`config.mk`:
```
export PLATFORM = sky130hd
export DESIGN_NAME = frame_ring_vertex_allocator_core
export DESIGN_NICKNAME = d
export VERILOG_FILES = /design/src/sv/frvac_pkg.sv /design/src/sv/frvac_div.sv /design/src/sv/frame_ring_vertex_allocator_core.sv
export SDC_FILE = /design/constraint.sdc
export NUM_CORES = 2
export LEC_CHECK = 0
export ABC_CLOCK_PERIOD_IN_PS = 14200
export BUFFER_PORTS_ARGS = -buffer_cell sky130_fd_sc_hd__buf_2
export CAP_MARGIN = 20
export CORE_AREA = 8 8 350 352
export DETAILED_ROUTE_END_ITERATION = 10
export DIE_AREA = 0 0 358 360
export GPL_TIMING_DRIVEN = 0
export PLACE_DENSITY = 0.62
export SLEW_MARGIN = 20
export SYNTH_ARGS = -nofsm -noshare
export SYNTH_HDL_FRONTEND = slang
export SYNTH_SLANG_ARGS = --single-unit
```
`constraint.sdc`:
```
create_clock -name clk_i -period 14.2 [get_ports clk_i]
set_clock_uncertainty 0.15 [all_clocks]
set_input_delay 0.71 -clock clk_i [delete_from_list [all_inputs] [get_ports clk_i]]
set_output_delay 0.71 -clock clk_i [all_outputs]
set_load 0.01 [all_outputs]
```
`src/sv/frvac_pkg.sv`:
```
// Shared widths, defaults and op codes for the frame ring vertex allocator.
// No dependencies; imported by frvac_div and frame_ring_vertex_allocator_core.
`default_nettype none

package frvac_pkg;

  localparam int unsigned POS_W          = 32;  // byte position datapath
  localparam int unsigned DVS_W          = 9;   // divisor / stride width
  localparam int unsigned CNT_W          = $clog2(POS_W);
  localparam int unsigned BSIZE_W        = 26;
  localparam int unsigned VOFF_W         = 26;
  localparam int unsigned OP_W           = 2;
  localparam int unsigned SLOT_W         = 3;
  localparam int unsigned FRM_W          = 4;
  localparam int unsigned VCNT_W         = 20;
  localparam int unsigned NEED_W         = VCNT_W + DVS_W;
  localparam int unsigned KIB_BYTES      = 1024;
  localparam int unsigned BUFFER_KIB_DEF = 32768;
  localparam int unsigned MAX_FRAMES_DEF = 8;

  typedef enum logic [OP_W-1:0] {
    OP_FRAME  = 2'd0,
    OP_LOCK   = 2'd1,
    OP_UNLOCK = 2'd2
  } op_e;

endpackage

`default_nettype wire

```
`src/sv/frvac_div.sv`:
```
// Radix-2 restoring divider, one quotient bit per cycle, 32-bit dividend.
// Depends on frvac_pkg; used by frame_ring_vertex_allocator_core.
`default_nettype none

module frvac_div (
  input  wire logic                         clk_i,
  input  wire logic                         rst_ni,
  input  wire logic                         start_i,
  input  wire logic [frvac_pkg::POS_W-1:0]  dividend_i,
  input  wire logic [frvac_pkg::DVS_W-1:0]  divisor_i,
  output logic                              done_o,
  output logic [frvac_pkg::POS_W-1:0]       quotient_o
);
  import frvac_pkg::*;

  logic             active_q, active_d;
  logic             done_q, done_d;
  logic [CNT_W-1:0] cnt_q, cnt_d;
  logic [POS_W-1:0] quo_q, quo_d;
  logic [DVS_W:0]   rem_q, rem_d;
  logic [DVS_W-1:0] dvs_q, dvs_d;
  logic [DVS_W:0]   rem_sh;
  logic             ge;

  always_comb begin
    rem_sh   = {rem_q[DVS_W-1:0], quo_q[POS_W-1]};
    ge       = (rem_sh >= {1'b0, dvs_q});
    active_d = active_q;
    done_d   = 1'b0;
    cnt_d    = cnt_q;
    quo_d    = quo_q;
    rem_d    = rem_q;
    dvs_d    = dvs_q;
    if (start_i) begin
      active_d = 1'b1;
      cnt_d    = CNT_W'(POS_W - 1);
      quo_d    = dividend_i;
      rem_d    = '0;
      dvs_d    = divisor_i;
    end else if (active_q) begin
      quo_d = {quo_q[POS_W-2:0], ge};
      rem_d = ge ? (rem_sh - {1'b0, dvs_q}) : rem_sh;
      cnt_d = cnt_q - CNT_W'(1);
      if (cnt_q == '0) begin
        active_d = 1'b0;
        done_d   = 1'b1;
      end
    end
  end

  always_ff @(posedge clk_i or negedge rst_ni) begin
    if (!rst_ni) begin
      active_q <= 1'b0;
      done_q   <= 1'b0;
      cnt_q    <= '0;
    end else begin
      active_q <= active_d;
      done_q   <= done_d;
      cnt_q    <= cnt_d;
    end
  end

  always_ff @(posedge clk_i) begin
    quo_q <= quo_d;
    rem_q <= rem_d;
    dvs_q <= dvs_d;
  end

  assign done_o     = done_q;
  assign quotient_o = quo_q;

  a_rem_below_dvs: assert property (@(posedge clk_i) disable iff (!rst_ni)
    active_q |-> (rem_q < {1'b0, dvs_q}))
    else $error("divider remainder not below divisor");

  a_dvs_nonzero: assert property (@(posedge clk_i) disable iff (!rst_ni)
    start_i |-> (divisor_i != '0))
    else $error("divider started with zero divisor");

  a_no_restart: assert property (@(posedge clk_i) disable iff (!rst_ni)
    start_i |-> !active_q)
    else $error("divider restarted while active");

  a_done_idle: assert property (@(posedge clk_i) disable iff (!rst_ni)
    done_q |-> !active_q)
    else $error("divider done while still active");

endmodule

`default_nettype wire

```
`src/sv/frame_ring_vertex_allocator_core.sv`:
```
// Top level of the frame ring vertex allocator: sequencer, shared multiplier.
// Depends on frvac_pkg and frvac_div.
//
// Usage: drive op_i and the item fields with start high; the beat is taken
// at a clock edge where start is high and busy is low. Exactly one result
// beat follows per item, shown for one cycle with done_o high; the receiver
// cannot hold it off. The next item may be started during that cycle.
// Path from accept to done_o, via the serial divider (one quotient bit per
// cycle) and the sequencer: frame reset with nonzero frame count: S_DIV,
// S_FINISH, else direct; lock: S_MUL, S_CHECK, S_DIV, S_QMUL, S_FIT,
// S_COMMIT, S_PEAK, with S_DIV and S_QMUL again on a wrap; refused lock and
// unlock: S_MUL, S_CHECK; unused op: direct. One item is in work at a time.
// The user must have buffer_size written with cfg_we_i only while the block
// is idle; the block does not enforce this. It only affects later frame
// resets. Reset returns buffer_size and the region size to BUFFER_KIB * 1024
// bytes and clears position, base and all statistics.
`default_nettype none

module frame_ring_vertex_allocator_core #(
  parameter int unsigned BUFFER_KIB           = frvac_pkg::BUFFER_KIB_DEF,
  parameter int unsigned MAX_FRAMES_IN_FLIGHT = frvac_pkg::MAX_FRAMES_DEF
) (
  input  wire logic                           clk_i,
  input  wire logic                           rst_ni,
  input  wire logic                           start,
  output logic                                busy,
  input  wire logic                           cfg_we_i,
  input  wire logic [frvac_pkg::BSIZE_W-1:0]  cfg_wdata_i,
  input  wire logic [frvac_pkg::OP_W-1:0]     op_i,
  input  wire logic [frvac_pkg::SLOT_W-1:0]   frame_slot_i,
  input  wire logic [frvac_pkg::FRM_W-1:0]    frames_in_flight_i,
  input  wire logic [frvac_pkg::VCNT_W-1:0]   vertex_count_i,
  input  wire logic [frvac_pkg::DVS_W-1:0]    stride_i,
  output logic                                done_o,
  output logic                                status_o,
  output logic [frvac_pkg::POS_W-1:0]         byte_offset_o,
  output logic [frvac_pkg::VOFF_W-1:0]        vertex_offset_o,
  output logic                                wrapped_o,
  output logic [frvac_pkg::POS_W-1:0]         discard_count_o,
  output logic [frvac_pkg::POS_W-1:0]         peak_bytes_o,
  output logic [frvac_pkg::POS_W-1:0]         frame_wraps_o,
  output logic [frvac_pkg::POS_W-1:0]         frame_calls_o
);
  import frvac_pkg::*;

  localparam logic [BSIZE_W-1:0] BSIZE_RST = BSIZE_W'(BUFFER_KIB * KIB_BYTES);
  localparam logic [FRM_W:0]     MAX_F     = (FRM_W + 1)'(MAX_FRAMES_IN_FLIGHT);

  typedef enum logic [8:0] {
    S_IDLE   = 9'b000000001,
    S_MUL    = 9'b000000010,
    S_CHECK  = 9'b000000100,
    S_DIV    = 9'b000001000,
    S_QMUL   = 9'b000010000,
    S_FIT    = 9'b000100000,
    S_COMMIT = 9'b001000000,
    S_PEAK   = 9'b010000000,
    S_FINISH = 9'b100000000
  } state_e;

  state_e state_q, state_d;
  logic   done_q, done_d;

  // architectural state
  logic [BSIZE_W-1:0] bsize_q, bsize_d;
  logic [POS_W-1:0]   position_q, position_d;
  logic [POS_W-1:0]   base_q, base_d;
  logic [BSIZE_W-1:0] region_q, region_d;
  logic [POS_W-1:0]   discard_q, discard_d;
  logic [POS_W-1:0]   peak_q, peak_d;
  logic [POS_W-1:0]   fwrap_q, fwrap_d;
  logic [POS_W-1:0]   fcall_q, fcall_d;

  // item and working registers
  logic [OP_W-1:0]    op_q, op_d;
  logic [SLOT_W-1:0]  slot_q, slot_d;
  logic [VCNT_W-1:0]  count_q, count_d;
  logic [DVS_W-1:0]   stride_q, stride_d;
  logic [NEED_W-1:0]  need_q, need_d;
  logic [POS_W-1:0]   end_q, end_d;
  logic [POS_W-1:0]   pos_q, pos_d;
  logic [POS_W-1:0]   use_q, use_d;
  logic               wrap_q, wrap_d;

  // result registers
  logic               res_status_q, res_status_d;
  logic [POS_W-1:0]   res_boff_q, res_boff_d;
  logic [VOFF_W-1:0]  res_voff_q, res_voff_d;
  logic               res_wrapped_q, res_wrapped_d;
  logic [POS_W-1:0]   res_peak_q, res_peak_d;
  logic [POS_W-1:0]   res_fwrap_q, res_fwrap_d;
  logic [POS_W-1:0]   res_fcall_q, res_fcall_d;

  logic [FRM_W:0]         frames_c;
  logic [POS_W-1:0]       mul_a;
  logic [DVS_W-1:0]       mul_b;
  logic [POS_W+DVS_W-1:0] mul_p;
  logic                   div_start;
  logic [POS_W-1:0]       div_dvd;
  logic [DVS_W-1:0]       div_dvs;
  logic                   div_done;
  logic [POS_W-1:0]       div_quo;
  logic [POS_W-1:0]       fit_sum;
  logic [POS_W-1:0]       fcall_inc;
  logic [POS_W-1:0]       fwrap_new;

  frvac_div u_div (
    .clk_i      (clk_i),
    .rst_ni     (rst_ni),
    .start_i    (div_start),
    .dividend_i (div_dvd),
    .divisor_i  (div_dvs),
    .done_o     (div_done),
    .quotient_o (div_quo)
  );

  assign frames_c = ({1'b0, frames_in_flight_i} > MAX_F) ? MAX_F
                                                         : {1'b0, frames_in_flight_i};
  assign busy     = (state_q != S_IDLE);

  // shared multiplier, result always lands in a register
  always_comb begin
    case (state_q)
      S_MUL: begin
        mul_a = POS_W'(count_q);
        mul_b = stride_q;
      end
      S_FINISH: begin
        mul_a = POS_W'(region_q);
        mul_b = DVS_W'(slot_q);
      end
      default: begin
        mul_a = div_quo;
        mul_b = stride_q;
      end
    endcase
    mul_p = mul_a * mul_b;
  end

  assign fit_sum   = pos_q + POS_W'(need_q);
  assign fcall_inc = fcall_q + POS_W'(1);
  assign fwrap_new = wrap_q ? (fwrap_q + POS_W'(1)) : fwrap_q;

  always_comb begin
    state_d       = state_q;
    done_d        = 1'b0;
    bsize_d       = cfg_we_i ? cfg_wdata_i : bsize_q;
    position_d    = position_q;
    base_d        = base_q;
    region_d      = region_q;
    discard_d     = discard_q;
    peak_d        = peak_q;
    fwrap_d       = fwrap_q;
    fcall_d       = fcall_q;
    op_d          = op_q;
    slot_d        = slot_q;
    count_d       = count_q;
    stride_d      = stride_q;
    need_d        = need_q;
    end_d         = end_q;
    pos_d         = pos_q;
    use_d         = use_q;
    wrap_d        = wrap_q;
    res_status_d  = res_status_q;
    res_boff_d    = res_boff_q;
    res_voff_d    = res_voff_q;
    res_wrapped_d = res_wrapped_q;
    res_peak_d    = res_peak_q;
    res_fwrap_d   = res_fwrap_q;
    res_fcall_d   = res_fcall_q;
    div_start     = 1'b0;
    div_dvd       = position_q + POS_W'(stride_q) - POS_W'(1);
    div_dvs       = stride_q;

    case (state_q)
      S_IDLE: begin
        if (start) begin
          op_d          = op_i;
          slot_d        = frame_slot_i;
          count_d       = vertex_count_i;
          stride_d      = stride_i;
          res_status_d  = 1'b0;
          res_boff_d    = '0;
          res_voff_d    = '0;
          res_wrapped_d = 1'b0;
          res_peak_d    = peak_q;
          res_fwrap_d   = fwrap_q;
          res_fcall_d   = fcall_q;
          case (op_i)
            OP_FRAME: begin
              peak_d  = '0;
              fwrap_d = '0;
              fcall_d = '0;
              if (frames_c != '0) begin
                div_start = 1'b1;
                div_dvd   = POS_W'(bsize_q);
                div_dvs   = DVS_W'(frames_c);
                state_d   = S_DIV;
              end else begin
                done_d  = 1'b1;
                state_d = S_IDLE;
              end
            end
            OP_LOCK, OP_UNLOCK: begin
              state_d = S_MUL;
            end
            default: begin
              done_d  = 1'b1;
              state_d = S_IDLE;
            end
          endcase
        end
      end
      S_MUL: begin
        need_d  = mul_p[NEED_W-1:0];
        state_d = S_CHECK;
      end
      S_CHECK: begin
        if (op_q == OP_UNLOCK) begin
          position_d = position_q + POS_W'(need_q);
          done_d     = 1'b1;
          state_d    = S_IDLE;
        end else if (count_q == '0 || stride_q == '0 ||
                     POS_W'(need_q) > POS_W'(region_q)) begin
          res_status_d = 1'b1;
          done_d       = 1'b1;
          state_d      = S_IDLE;
        end else begin
          end_d     = base_q + POS_W'(region_q);
          wrap_d    = 1'b0;
          div_start = 1'b1;
          state_d   = S_DIV;
        end
      end
      S_DIV: begin
        if (div_done) begin
          if (op_q == OP_FRAME) begin
            region_d = div_quo[BSIZE_W-1:0];
            state_d  = S_FINISH;
          end else begin
            state_d = S_QMUL;
          end
        end
      end
      S_QMUL: begin
        pos_d   = mul_p[POS_W-1:0];
        state_d = wrap_q ? S_COMMIT : S_FIT;
      end
      S_FIT: begin
        if (fit_sum > end_q) begin
          wrap_d    = 1'b1;
          div_start = 1'b1;
          div_dvd   = base_q + POS_W'(stride_q) - POS_W'(1);
          state_d   = S_DIV;
        end else begin
          state_d = S_COMMIT;
        end
      end
      S_COMMIT: begin
        use_d   = fit_sum - base_q;
        state_d = S_PEAK;
      end
      S_PEAK: begin
        fcall_d       = fcall_inc;
        fwrap_d       = fwrap_new;
        discard_d     = wrap_q ? (discard_q + POS_W'(1)) : discard_q;
        peak_d        = (use_q > peak_q) ? use_q : peak_q;
        position_d    = pos_q;
        res_boff_d    = pos_q;
        res_voff_d    = div_quo[VOFF_W-1:0];
        res_wrapped_d = wrap_q;
        res_peak_d    = (use_q > peak_q) ? use_q : peak_q;
        res_fwrap_d   = fwrap_new;
        res_fcall_d   = fcall_inc;
        done_d        = 1'b1;
        state_d       = S_IDLE;
      end
      S_FINISH: begin
        // frame reset: base = slot * region size
        base_d     = mul_p[POS_W-1:0];
        position_d = mul_p[POS_W-1:0];
        done_d     = 1'b1;
        state_d    = S_IDLE;
      end
      default: begin
        state_d = S_IDLE;
      end
    endcase
  end

  always_ff @(posedge clk_i or negedge rst_ni) begin
    if (!rst_ni) begin
      state_q    <= S_IDLE;
      done_q     <= 1'b0;
      bsize_q    <= BSIZE_RST;
      position_q <= '0;
      base_q     <= '0;
      region_q   <= BSIZE_RST;
      discard_q  <= '0;
      peak_q     <= '0;
      fwrap_q    <= '0;
      fcall_q    <= '0;
    end else begin
      state_q    <= state_d;
      done_q     <= done_d;
      bsize_q    <= bsize_d;
      position_q <= position_d;
      base_q     <= base_d;
      region_q   <= region_d;
      discard_q  <= discard_d;
      peak_q     <= peak_d;
      fwrap_q    <= fwrap_d;
      fcall_q    <= fcall_d;
    end
  end

  always_ff @(posedge clk_i) begin
    op_q          <= op_d;
    slot_q        <= slot_d;
    count_q       <= count_d;
    stride_q      <= stride_d;
    need_q        <= need_d;
    end_q         <= end_d;
    pos_q         <= pos_d;
    use_q         <= use_d;
    wrap_q        <= wrap_d;
    res_status_q  <= res_status_d;
    res_boff_q    <= res_boff_d;
    res_voff_q    <= res_voff_d;
    res_wrapped_q <= res_wrapped_d;
    res_peak_q    <= res_peak_d;
    res_fwrap_q   <= res_fwrap_d;
    res_fcall_q   <= res_fcall_d;
  end

  assign done_o          = done_q;
  assign status_o        = res_status_q;
  assign byte_offset_o   = res_boff_q;
  assign vertex_offset_o = res_voff_q;
  assign wrapped_o       = res_wrapped_q;
  assign discard_count_o = discard_q;
  assign peak_bytes_o    = res_peak_q;
  assign frame_wraps_o   = res_fwrap_q;
  assign frame_calls_o   = res_fcall_q;

  a_done_idle: assert property (@(posedge clk_i) disable iff (!rst_ni)
    done_q |-> !busy)
    else $error("result beat while still busy");

  a_accept_busy: assert property (@(posedge clk_i) disable iff (!rst_ni)
    (start && !busy && (op_i == OP_LOCK || op_i == OP_UNLOCK)) |=> busy)
    else $error("lock or unlock accepted without going busy");

  a_wrap_ok: assert property (@(posedge clk_i) disable iff (!rst_ni)
    (done_q && res_wrapped_q) |-> !res_status_q)
    else $error("refused lock flagged as wrapped");

  a_refuse_zero: assert property (@(posedge clk_i) disable iff (!rst_ni)
    (done_q && res_status_q) |-> (res_boff_q == '0 && res_voff_q == '0))
    else $error("refused lock carries an offset");

endmodule

`default_nettype wire

```
==> summary.md <==
| Metric | Value |
|---|---|
| Status | finished clean |
| Final TNS setup | 0 ns |
| Synth Register Bits | 627 |
| WL per Instance | 22.67 um |
| Core area | 117000 um^2 |
| CTS resizes | 0 |
| I/O pins | 258 |
| FP Rows | 126 |
| Port bufs | 256 |
| Layout cell share with drive strength beyond 1 | 10.07% |
| Slew @ Worst Pin | 1.210 ns |
| Vias per inst | 5.520 |
| DRT iter0 DRCs | 3301 |
| H-Tree Depth | 3 |
| Slew Viols, Final | 0 |
| Most used routing layer | met2 |
| Mean Syn Cell Area | 9.717 um^2 |
| Complex-gate fraction of the synthesized area | 15.38% |
| DRC Markers | 0 |
| Rel. slew slack | 19.04% |
| Vias | 35778 |
| Starting Density | 37.61% |
| Clock Pin Slew Worst Setup and Hold Paths | 0.06 ns |
| Hold Slack | 0.05771 ns |
| Combinational family with the most area after synthesis | adder cells |
| Period utilisation layout | 65.12% |
| Clk sink count | 627 |
| Post-synth top area cell | edfxtp_1 |
| GP Congestion | 0.9528 |
| Fin util | 42.93% |
| Initial antenna violation count | 5 |
| Synthesized-area fraction occupied by adder cells | 18.25% |
| Final WL | 147.0 mm |
| Count of cell types in the netlist | 104 |
| Synth Flop Type | edfxtp_1 |
| Met3 usage | 3.623% |
| Die Width | 358 um |
| Synth Warn # | 0 |
| CTS tree | yes |
| Final setup vio count | 0 |
| Global-route met1 utilization | 29.84% |
| Die ar. | 128900 um^2 |
| Setup crit end kind | flop |
| Gate Count Post-Synth | 4528 |
| Maximum buffer depth of the clock tree | 3 |
| Synth top area cells | edfxtp_1 (24%), dfrtp_1 (15%), ha_1 (9.8%), fa_1 (8.5%), inv_1 (4.2%) |
| Data required, critical path | 14.61 ns |
| Pin count of the biggest net entering global routing | 89 |
| Critical path type | flop to flop |
| Final Hold Fails | 0 |
| Async SR Flop Fraction | 41.63% |
| Syn Nets | 5126 |
| Root buffer cell | clkbuf_16 |
| Max_cap viols | 0 |
| Drt pass-1 iters | 5 |
| Die H | 360 um |
| Fillers | 11421 |
| Fin nets | 5478 |
| Num CTS Buffers | 77 |
| First-pass GRT wire length | 218.3 mm |
| Synth top area share | 24.37% |
| Routed Antenna Nets | 0 |
| Post-DP HPWL | 118.0 mm |
| Top-count cell post-synth | inv_1 |
| Post-synthesis instance area | 44000 um^2 |
| Post-synthesis xor/xnor area fraction | 5.912% |
| Layout Cells excl Fill | 6482 |
| Unrepaired setup endpoints after global routing | false |
| Worst Hold Class | input port to flop |
| Startpoint types | flop |
| Clock latency at the later pin of the worst-skew pair | 0.69 ns |
| Met2 Usage GRT | 35.23% |
| Max Fclk | 108.1 MHz |
| Inst Count DP | 6336 |
| Tmin final | 9.248 ns |
| GR Overflow Total | 0 |
| Vias in the first global route | 35174 |
| Simple-Gate Fraction of Synth Area | 14.24% |
| Top cells by instance count after synthesis | inv_1 (490), nand2_1 (430), nor2_1 (394) |
| CP arrival | 9.66 ns |
| Number of synthesized flops with an enable pin | 357 |
| Maximum fanout along the worst path | 10 |
| Synth-to-Final Area Change | 14.15% |
| Tot GR Track Use | 22.23% |
| Register area share after synthesis | 39.63% |
| Multiplexer share of the synthesized area | 1.092% |
==> metal layers <==
layer | routed length, um | part of all wire [%] | vias to the layer above
met5 | 0 | 0 | -
met4 | 7067 | 4.8 | 0
met3 | 11770 | 8.0 | 284
met2 | 65930 | 45 | 1463
met1 | 62210 | 42 | 17450
li1 | - | - | 16581
==> final cells by class <==
cell class	instances	area (um^2)	area share (%)
multi-input combinational	3266	24170	48.13
tap	1536	1922	3.827
antenna	1	2.502	0.004983
buffer	140	565.5	1.126
timing repair buffer	273	1575	3.137
clock buffer	101	2152	4.285
sequential	627	17440	34.72
clock inverter	43	539.3	1.074
inverter	495	1858	3.700
==> path summary, 6_finish.rpt <==
| kind | cells past startpoint | endpoint | startpoint | slack, ns |
|---|---|---|---|---|
| min | 1 | slot_q[2] | frame_slot_i[2] | 0.06 |
| max reg2reg | 25 | position_q[28] | state_q[5] | 4.95 |
| max | 25 | position_q[28] | state_q[5] | 4.95 |
| min reg2reg | 1 | state_q[3] | u_div.done_o | 0.30 |
| min in group asynchronous | 2 | peak_q[17] | rst_ni | 0.37 |
| max in group asynchronous | 4 | done_o | rst_ni | 12.38 |
==> flip-flops by register name, summed over array words and instances, names as in the netlist, 20 cells and up <==
name	cells
base_q	32
byte_offset_o	32
discard_count_o	32
end_q	32
fcall_q	32
frame_calls_o	32
frame_wraps_o	32
fwrap_q	32
peak_bytes_o	32
peak_q	32
pos_q	32
position_q	32
u_div.quotient_o	32
use_q	32
need_q	29
bsize_q	26
region_q	26
vertex_offset_o	26
count_q	20
==> layout by cell type (no fill, tap or decap), drive strengths merged, types with 45 or more instances in the layout <==
cell and instances:
and3 73, edfxtp 357, fa 186, buf 303, dfrtp 258, a21o 89
nand4 50, nand3 108, a21oi 259, a211oi 48, ha 344, o21ai 304
xnor2 202, xor2 95, nor2 397, nand2 432, a31oi 45, inv 500
nor3 57, and2 90, clkbuf 210
==> kinds of logic (layout without fill, tap and decap cells) <==
family	after synthesis	count (layout)
flip-flops	627	627
AND/OR/NAND/NOR	1339	1339
buffers and inverters	635	1052
multiplexers	44	44
adder cells (fa/ha/maj)	530	530
XOR/XNOR	297	297
AO/OA/AOI/OAI	1056	1056
other	0	1
==> per-stage QoR <==
step	worst slack [ns]	area (um^2)
after detailed placement	5.063	47520
after floorplan	7.262	44000
after global routing	4.663	50220
final	4.952	50220
after global placement	4.962	47200
after CTS	5.000	50220
==> critical path, stage by stage, from the launching register on <==
cell and delay [ns]:
dfrtp_1 0.42, or4_1 0.63, nor3_1 0.22, and3_1 0.21, buf_2 0.30, buf_2 0.39
buf_1 0.88, a221o_1 0.38, nand2_1 0.10, fa_1 0.54, inv_1 0.06, fa_1 0.50
inv_1 0.05, fa_1 0.50, fa_1 0.50, inv_1 0.05, ha_1 0.35, o21ai_0 0.11
nor2_1 0.26, o21ai_1 0.20, a31oi_1 0.68, a2111oi_0 0.22, or3_1 0.46, xnor2_1 0.64
a211oi_1 0.17, o22ai_1 0.16
==> repair_timing <==
| action | CTS | global route |
|---|---|---|
| buffers inserted | 0 | 0 |
| endpoints found under the hold margin | 32 | 0 |
| setup endpoints to repair | 0 | 0 |
| hold buffers | 1 | 0 |
Power is left out: the tool's default activity adds up to more than one toggle a clock period on the data nets, which glitch-free logic cannot reach.
